===== config.mk =====
export PLATFORM = sky130hd
export DESIGN_NAME = hsv_to_rgb_converter_unit_flat
export DESIGN_NICKNAME = d
export VERILOG_FILES = /design/src/rtl/hsv2rgb_pkg.sv /design/src/rtl/hsv2rgb_hsv_if.sv /design/src/rtl/hsv2rgb_rgb_if.sv /design/src/rtl/hsv2rgb_datapath.sv /design/src/rtl/hsv_to_rgb_converter_unit.sv /design/src/flat_wrapper.sv
export SDC_FILE = /design/constraint.sdc
export NUM_CORES = 2
export LEC_CHECK = 0
export BUFFER_PORTS_ARGS = -buffer_cell sky130_fd_sc_hd__buf_4
export CAP_MARGIN = 20
export CORE_ASPECT_RATIO = 0.7
export CORE_UTILIZATION = 45
export CTS_BUF_LIST = sky130_fd_sc_hd__clkbuf_4
export CTS_CLUSTER_SIZE = 20
export DETAILED_ROUTE_END_ITERATION = 16
export PLACE_DENSITY = 0.59
export SYNTH_ARGS = -nofsm -noshare
export SYNTH_HDL_FRONTEND = slang
export SYNTH_SLANG_ARGS = --single-unit

===== constraint.sdc =====
create_clock -name i_clk -period 18.64 [get_ports i_clk]
set_input_delay 3.728 -clock i_clk [delete_from_list [all_inputs] [get_ports i_clk]]
set_output_delay 3.728 -clock i_clk [all_outputs]
set_load 0.005 [all_outputs]

===== src/rtl/hsv2rgb_pkg.sv =====
package hsv2rgb_pkg;

    localparam int CH_W       = 8;
    localparam int PROD_W     = 2 * CH_W;
    localparam int WIDE_W     = 3 * CH_W;
    localparam int SCALED_W   = CH_W + 3;
    localparam int FULL       = 255;
    localparam int FULL_SQ    = FULL * FULL;
    localparam int SECTORS    = 6;
    localparam int PIPE_DEPTH = 5;

    typedef logic [CH_W-1:0]   t_chan;
    typedef logic [PROD_W-1:0] t_prod;
    typedef logic [WIDE_W-1:0] t_wide;

    // Sixths of the hue circle, named by the two primaries they span.
    typedef enum logic [2:0] {
        SEC_RED_YEL,
        SEC_YEL_GRN,
        SEC_GRN_CYN,
        SEC_CYN_BLU,
        SEC_BLU_MAG,
        SEC_MAG_RED
    } t_sector;

endpackage


===== src/rtl/hsv2rgb_hsv_if.sv =====
interface hsv2rgb_hsv_if;
    logic                 valid;
    logic                 ready;
    hsv2rgb_pkg::t_chan   hue;
    hsv2rgb_pkg::t_chan   saturation;
    hsv2rgb_pkg::t_chan   value;

    modport source (output valid, output hue, output saturation, output value, input ready);
    modport sink   (input valid, input hue, input saturation, input value, output ready);
endinterface


===== src/rtl/hsv2rgb_rgb_if.sv =====
interface hsv2rgb_rgb_if;
    logic                 valid;
    logic                 ready;
    hsv2rgb_pkg::t_chan   red;
    hsv2rgb_pkg::t_chan   green;
    hsv2rgb_pkg::t_chan   blue;

    modport source (output valid, output red, output green, output blue, input ready);
    modport sink   (input valid, input red, input green, input blue, output ready);
endinterface


===== src/rtl/hsv2rgb_datapath.sv =====
module hsv2rgb_datapath (
    input  logic                 i_clk,
    input  logic                 i_advance,
    input  hsv2rgb_pkg::t_chan   i_hue,
    input  hsv2rgb_pkg::t_chan   i_saturation,
    input  hsv2rgb_pkg::t_chan   i_value,
    output hsv2rgb_pkg::t_chan   o_red,
    output hsv2rgb_pkg::t_chan   o_green,
    output hsv2rgb_pkg::t_chan   o_blue
);

    localparam int SW = hsv2rgb_pkg::SCALED_W;
    localparam int PW = hsv2rgb_pkg::PROD_W;
    localparam int WW = hsv2rgb_pkg::WIDE_W;
    localparam int CW = hsv2rgb_pkg::CH_W;

    // Stage 1: sector and fraction
    hsv2rgb_pkg::t_sector r_s1_sector, n_s1_sector;
    hsv2rgb_pkg::t_chan   r_s1_frac, n_s1_frac;
    hsv2rgb_pkg::t_chan   r_s1_sat, r_s1_val;

    // Stage 2: numerators of p, q and t
    hsv2rgb_pkg::t_sector r_s2_sector;
    hsv2rgb_pkg::t_chan   r_s2_val;
    hsv2rgb_pkg::t_prod   r_s2_pn, r_s2_qn, r_s2_tn;
    hsv2rgb_pkg::t_prod   n_s2_pn, n_s2_qn, n_s2_tn;

    // Stage 3: scaled q and t, first guess of p
    hsv2rgb_pkg::t_sector r_s3_sector;
    hsv2rgb_pkg::t_chan   r_s3_val, r_s3_pe, n_s3_pe;
    hsv2rgb_pkg::t_prod   r_s3_pn;
    hsv2rgb_pkg::t_wide   r_s3_qm, r_s3_tm, n_s3_qm, n_s3_tm;

    // Stage 4: p settled, first guess of q and t
    hsv2rgb_pkg::t_sector r_s4_sector;
    hsv2rgb_pkg::t_chan   r_s4_val, r_s4_p, n_s4_p;
    hsv2rgb_pkg::t_chan   r_s4_qe, r_s4_te, n_s4_qe, n_s4_te;
    hsv2rgb_pkg::t_wide   r_s4_qm, r_s4_tm;

    // Stage 5: channel outputs
    hsv2rgb_pkg::t_chan   r_red, r_green, r_blue;
    hsv2rgb_pkg::t_chan   n_red, n_green, n_blue;
    hsv2rgb_pkg::t_chan   w_q, w_t;

    logic [SW-1:0] w_scaled;
    logic [SW-1:0] w_frac_full;
    logic [PW-1:0] w_p_back;
    logic [WW-1:0] w_q_back, w_t_back, w_q_rem, w_t_rem;
    logic [WW-1:0] w_q_sum, w_t_sum;
    logic [PW-1:0] w_p_sum;

    // 6*hue split into sector and remainder; full-scale hue wraps to sector 0.
    always_comb begin
        w_scaled    = SW'(i_hue) * SW'(hsv2rgb_pkg::SECTORS);
        n_s1_sector = hsv2rgb_pkg::SEC_RED_YEL;
        for (int k = 1; k < hsv2rgb_pkg::SECTORS; k++) begin
            if (w_scaled >= SW'(hsv2rgb_pkg::FULL * k)) begin
                n_s1_sector = hsv2rgb_pkg::t_sector'(3'(k));
            end
        end
        w_frac_full = w_scaled - SW'(n_s1_sector) * SW'(hsv2rgb_pkg::FULL);
        n_s1_frac   = CW'(w_frac_full);
        if (w_scaled >= SW'(hsv2rgb_pkg::FULL * hsv2rgb_pkg::SECTORS)) begin
            n_s1_sector = hsv2rgb_pkg::SEC_RED_YEL;
            n_s1_frac   = '0;
        end
    end

    always_comb begin
        n_s2_pn = PW'(r_s1_val) * PW'(CW'(hsv2rgb_pkg::FULL) - r_s1_sat);
        n_s2_qn = PW'(hsv2rgb_pkg::FULL_SQ) - PW'(r_s1_frac) * PW'(r_s1_sat);
        n_s2_tn = PW'(hsv2rgb_pkg::FULL_SQ)
                - PW'(CW'(hsv2rgb_pkg::FULL) - r_s1_frac) * PW'(r_s1_sat);
    end

    // x/255 ~ (x + x>>8) >> 8, low by at most one.
    always_comb begin
        n_s3_qm = WW'(r_s2_val) * WW'(r_s2_qn);
        n_s3_tm = WW'(r_s2_val) * WW'(r_s2_tn);
        w_p_sum = r_s2_pn + (r_s2_pn >> CW);
        n_s3_pe = CW'(w_p_sum >> CW);
    end

    // x/65025 ~ (x + x>>7) >> 16, low by at most one.
    always_comb begin
        w_p_back = (PW'(r_s3_pe) << CW) - PW'(r_s3_pe);
        n_s4_p   = r_s3_pe;
        if ((r_s3_pn - w_p_back) >= PW'(hsv2rgb_pkg::FULL)) begin
            n_s4_p = r_s3_pe + 1'b1;
        end
        w_q_sum  = r_s3_qm + (r_s3_qm >> 7);
        w_t_sum  = r_s3_tm + (r_s3_tm >> 7);
        n_s4_qe  = CW'(w_q_sum >> PW);
        n_s4_te  = CW'(w_t_sum >> PW);
    end

    // Fix the guesses: 65025*e = (e<<16) - (e<<9) + e.
    always_comb begin
        w_q_back = (WW'(r_s4_qe) << PW) - (WW'(r_s4_qe) << 9) + WW'(r_s4_qe);
        w_t_back = (WW'(r_s4_te) << PW) - (WW'(r_s4_te) << 9) + WW'(r_s4_te);
        w_q_rem  = r_s4_qm - w_q_back;
        w_t_rem  = r_s4_tm - w_t_back;
        w_q      = (w_q_rem >= WW'(hsv2rgb_pkg::FULL_SQ)) ? r_s4_qe + 1'b1 : r_s4_qe;
        w_t      = (w_t_rem >= WW'(hsv2rgb_pkg::FULL_SQ)) ? r_s4_te + 1'b1 : r_s4_te;
    end

    always_comb begin
        unique case (r_s4_sector)
            hsv2rgb_pkg::SEC_RED_YEL: begin
                n_red = r_s4_val; n_green = w_t;      n_blue = r_s4_p;
            end
            hsv2rgb_pkg::SEC_YEL_GRN: begin
                n_red = w_q;      n_green = r_s4_val; n_blue = r_s4_p;
            end
            hsv2rgb_pkg::SEC_GRN_CYN: begin
                n_red = r_s4_p;   n_green = r_s4_val; n_blue = w_t;
            end
            hsv2rgb_pkg::SEC_CYN_BLU: begin
                n_red = r_s4_p;   n_green = w_q;      n_blue = r_s4_val;
            end
            hsv2rgb_pkg::SEC_BLU_MAG: begin
                n_red = w_t;      n_green = r_s4_p;   n_blue = r_s4_val;
            end
            default: begin
                n_red = r_s4_val; n_green = r_s4_p;   n_blue = w_q;
            end
        endcase
    end

    // Advance every stage together; hold all of them on a stall.
    always_ff @(posedge i_clk) begin
        if (i_advance) begin
            r_s1_sector <= n_s1_sector;
            r_s1_frac   <= n_s1_frac;
            r_s1_sat    <= i_saturation;
            r_s1_val    <= i_value;

            r_s2_sector <= r_s1_sector;
            r_s2_val    <= r_s1_val;
            r_s2_pn     <= n_s2_pn;
            r_s2_qn     <= n_s2_qn;
            r_s2_tn     <= n_s2_tn;

            r_s3_sector <= r_s2_sector;
            r_s3_val    <= r_s2_val;
            r_s3_pn     <= r_s2_pn;
            r_s3_pe     <= n_s3_pe;
            r_s3_qm     <= n_s3_qm;
            r_s3_tm     <= n_s3_tm;

            r_s4_sector <= r_s3_sector;
            r_s4_val    <= r_s3_val;
            r_s4_p      <= n_s4_p;
            r_s4_qe     <= n_s4_qe;
            r_s4_te     <= n_s4_te;
            r_s4_qm     <= r_s3_qm;
            r_s4_tm     <= r_s3_tm;

            r_red       <= n_red;
            r_green     <= n_green;
            r_blue      <= n_blue;
        end
    end

    assign o_red   = r_red;
    assign o_green = r_green;
    assign o_blue  = r_blue;

endmodule


===== src/rtl/hsv_to_rgb_converter_unit.sv =====
// HSV to RGB converter, 8 bits per channel.
// Pipeline: an input transfer passes the stage 1 to 4 registers and the output registers before its result is offered.
// Throughput: one pixel per cycle; a stalled output freezes the whole pipe.
// Reset: synchronous, active low; clears the stage valid bits only, the
// datapath registers keep whatever they hold.
module hsv_to_rgb_converter_unit (
    input  logic          i_clk,
    input  logic          i_rst_n,
    hsv2rgb_hsv_if.sink   i_hsv,
    hsv2rgb_rgb_if.source o_rgb
);

    // One valid bit per pipeline stage, moving in lockstep with the data.
    logic [hsv2rgb_pkg::PIPE_DEPTH-1:0] r_vld, n_vld;
    logic                               w_advance;

    // The pipe moves whenever its last stage is empty or being taken.
    // With that rule nothing is dropped on a stall and nothing repeats,
    // and a new transfer is taken every cycle while the sink keeps up.
    assign w_advance = !r_vld[hsv2rgb_pkg::PIPE_DEPTH-1] || o_rgb.ready;

    assign i_hsv.ready = w_advance;
    assign o_rgb.valid = r_vld[hsv2rgb_pkg::PIPE_DEPTH-1];

    // Shift the valid bits in; the first one takes the input valid.
    always_comb begin
        n_vld = r_vld;
        if (w_advance) begin
            n_vld = {r_vld[hsv2rgb_pkg::PIPE_DEPTH-2:0], i_hsv.valid};
        end
    end

    always_ff @(posedge i_clk) begin
        if (!i_rst_n) begin
            r_vld <= '0;
        end else begin
            r_vld <= n_vld;
        end
    end

    // Five stages: sector split, p/q/t numerators, scaling by value with a first guess of p,
    // p fix-up with a first guess of q and t, then q/t fix-up and channel selection.
    // Divides by 255 and 65025 use a shift-add estimate plus one correction.
    hsv2rgb_datapath u_datapath (
        .i_clk        (i_clk),
        .i_advance    (w_advance),
        .i_hue        (i_hsv.hue),
        .i_saturation (i_hsv.saturation),
        .i_value      (i_hsv.value),
        .o_red        (o_rgb.red),
        .o_green      (o_rgb.green),
        .o_blue       (o_rgb.blue)
    );

endmodule


===== src/flat_wrapper.sv =====
// flat-port wrapper written by rule: the top's interface ports become plain ports
module hsv_to_rgb_converter_unit_flat 
  (i_clk, i_rst_n, i_hsv_valid, i_hsv_hue, i_hsv_saturation, i_hsv_value, i_hsv_ready, o_rgb_valid, o_rgb_red, o_rgb_green, o_rgb_blue, o_rgb_ready);
  hsv2rgb_hsv_if i_hsv_i ();
  hsv2rgb_rgb_if o_rgb_i ();
  input  logic i_clk;
  input  logic i_rst_n;
  input wire logic [$bits(i_hsv_i.valid)-1:0] i_hsv_valid;
  input wire logic [$bits(i_hsv_i.hue)-1:0] i_hsv_hue;
  input wire logic [$bits(i_hsv_i.saturation)-1:0] i_hsv_saturation;
  input wire logic [$bits(i_hsv_i.value)-1:0] i_hsv_value;
  output wire logic [$bits(i_hsv_i.ready)-1:0] i_hsv_ready;
  output wire logic [$bits(o_rgb_i.valid)-1:0] o_rgb_valid;
  output wire logic [$bits(o_rgb_i.red)-1:0] o_rgb_red;
  output wire logic [$bits(o_rgb_i.green)-1:0] o_rgb_green;
  output wire logic [$bits(o_rgb_i.blue)-1:0] o_rgb_blue;
  input wire logic [$bits(o_rgb_i.ready)-1:0] o_rgb_ready;
  assign i_hsv_i.valid = i_hsv_valid;
  assign i_hsv_i.hue = i_hsv_hue;
  assign i_hsv_i.saturation = i_hsv_saturation;
  assign i_hsv_i.value = i_hsv_value;
  assign i_hsv_ready = i_hsv_i.ready;
  assign o_rgb_valid = o_rgb_i.valid;
  assign o_rgb_red = o_rgb_i.red;
  assign o_rgb_green = o_rgb_i.green;
  assign o_rgb_blue = o_rgb_i.blue;
  assign o_rgb_i.ready = o_rgb_ready;
  hsv_to_rgb_converter_unit u_core (.i_clk(i_clk), .i_rst_n(i_rst_n), .i_hsv(i_hsv_i), .o_rgb(o_rgb_i));
endmodule

==> results.json <==
{
  "io_buffers": 53,
  "critPathLaunchType": "primary input",
  "groute.layer.met1.usage_pct": 30.2,
  "synth_nets": 3889,
  "r2r-start": "u_core.u_datapath.r_s2_val[2]",
  "root_buffer": "clkbuf_4",
  "min_path_type": "flop to flop",
  "synth_top_area_cell": "edfxtp_1",
  "drt.antenna.violating_nets": 0,
  "numCtsBuffers": 79,
  "fin_area_um2": 33300,
  "grt_pass1_vias": 22700,
  "insertion_delay_ns": 0.82,
  "setup_viol": 0,
  "grt_max_degree": 133,
  "max_slew_margin_pct": 26.3,
  "post_dp_cell_area_um2": 32200,
  "die_h_um": 221,
  "critPathLaunch": "o_rgb_ready",
  "final_net_count": 3958,
  "fmax_mhz": 114,
  "rsz0062_at_grt": "false",
  "wirelength_um": 67600,
  "die-width_um": 315,
  "wl_per_cell_um": 16.2,
  "vias": 21700,
  "slew_viol_final": 0,
  "syn-instance-count": 3155,
  "ys_ff_latch": 280,
  "yosys.area.top_type_share_pct": 26.7,
  "grt_util_met2_pct": 30.1,
  "critPathMaxFanout": 132,
  "synth-seq-area-share_pct": 27.1,
  "clk_path_buf_depth": 3,
  "finalSetupTns_ns": 0,
  "cts_setup_buffers": 0,
  "fp.coreArea_um2": 67100,
  "globalplace.congestion": 0.828,
  "synthFlopType": "edfxtp_1",
  "dr.pass1.iters": 11,
  "cts_resized": 0,
  "syn_area_um2": 30900,
  "synth.avg_cell_area_um2": 9.79,
  "yosysMostFrequentCell": "inv_1",
  "clock_sinks": 280,
  "arrival_ns": 5.05,
  "cts_max_level": 3,
  "min_period_over_period_pct": 47.1,
  "grt_antenna_before_repair": 2,
  "fillers": 6266,
  "synth_cell_type_count": 76,
  "routed_via_density": 5.18,
  "num_rows": 79,
  "synth_common_cells": "inv_1 (589), ha_1 (414), fa_1 (292)",
  "synth_edf_count": 275,
  "ios": 54,
  "initial_core_util_pct": 46.0,
  "final_layout_size_suffix_gt1_share_pct": 6.70,
  "netlist_top_cells_area": "edfxtp_1 (27%), fa_1 (19%), ha_1 (17%)",
  "grt_use_total_pct": 20.2,
  "yosys_warnings": 0,
  "path_class": "primary input to primary output",
  "area.growth.synth_to_final_pct": 7.70,
  "ys_async_sr_fraction_pct": 0,
  "clock_skew_ns": 0.0548,
  "hold_buffers": 0,
  "drt_iter0_markers": 1190,
  "busiest_layer": "met1",
  "violations": "DRC",
  "required_ns": 14.91,
  "tightest_slew_ns": 1.10,
  "maxCapViolCount": 0,
  "cts_tree": "done",
  "grtUsageMet3_pct": 3.66,
  "layout_min_cycle_time_ns": 8.78,
  "drc_errors": 6,
  "status": "complete, but fails checks",
  "grt_first_pass_wirelength_um": 114000,
  "end_kind": "primary output",
  "worstHoldStart": "u_core.u_datapath.r_s3_val[3]",
  "dp_hpwl_um": 51600,
  "gr-total-overflow": 0,
  "path_clk_slew_ns": 0.06,
  "hold_viol_final": 0,
  "dieArea_um2": 69700
}
## per-layer routing
metal,vias up,share of wire [%]
met5,-,0
met4,0,1.7
met3,87,4.9
met2,496,42
met1,10500,52
li1,10600,-
## sequential cells by signal (all words and copies together) (netlist names), 16 cells and up
register,flops
u_core.u_datapath.r_s3_qm,24
u_core.u_datapath.r_s3_tm,24
u_core.u_datapath.r_s4_qm,24
u_core.u_datapath.r_s4_tm,24
u_core.u_datapath.r_s2_pn,16
u_core.u_datapath.r_s2_qn,16
u_core.u_datapath.r_s2_tn,16
u_core.u_datapath.r_s3_pn,16
## stage by stage
stage / setup WS [ns] / cells / hold WS, ns / util (%)
2_1_floorplan: 5.71 / 3155 / 0.400 / -
3_3_place_gp: 9.22 / 4034 / 0.403 / 48.0
6_report: 9.86 / 4179 / 0.406 / 49.5
3_5_place_dp: 9.18 / 4034 / 0.405 / 48.0
4_1_cts: 9.81 / 4174 / 0.407 / 49.5
5_1_grt: 9.51 / 4178 / 0.427 / 49.5
## worst max-delay path, cell delays in order
cell and delay, ns:
buf_4 0.11, nor2b_1 0.51, inv_8 0.41, buf_4 0.29
## worst paths after layout
check / end / slack (ns) / depth (start not counted)
worst min register to register: u_core.u_datapath.r_s4_val[3] / 0.41 / 0
worst max register to register: u_core.u_datapath.r_s3_qm[23] / 12.81 / 19
worst min-delay path: u_core.u_datapath.r_s4_val[3] / 0.41 / 0
worst max-delay path: i_hsv_ready / 9.86 / 4
## cells in the final DEF (no fill, tap or decap), types with 104 or more instances in the layout
cell type	count
ha_1	414
a21oi_1	131
inv_1	588
xnor2_1	110
nor2_1	113
edfxtp_1	275
and2_1	174
fa_1	292
clkbuf_4	104
nand2_1	275
## layout make-up
type	instances	area, um2	area share (%)
diodes	5	12.5	0.0376
inverters	589	2220	6.67
well taps	891	1110	3.35
clock buffers	104	781	2.35
clock inverters	36	260	0.783
multi-input cells	2208	20000	60.2
flip-flops and latches	280	8360	25.1
repair buffers	66	495	1.49
## logic make-up (layout without fill, tap and decap cells)
group / count (synthesis) / in the layout / share of synthesized area, %
and+or+nand+nor: 872 / 872 / 14.4
adders and majority gates: 706 / 706 / 35.7
buffers and inverters: 667 / 795 / 8.11
AOI/OAI and AO/OA: 457 / 457 / 9.65
DFF: 280 / 280 / 27.1
xor gates and xnor gates: 150 / 150 / 4.25
muxes: 23 / 23 / 0.778
other: 0 / 5 / 0
Power is not shown: default switching activity piles up to over one toggle a cycle in this logic, so the estimate is an artifact.
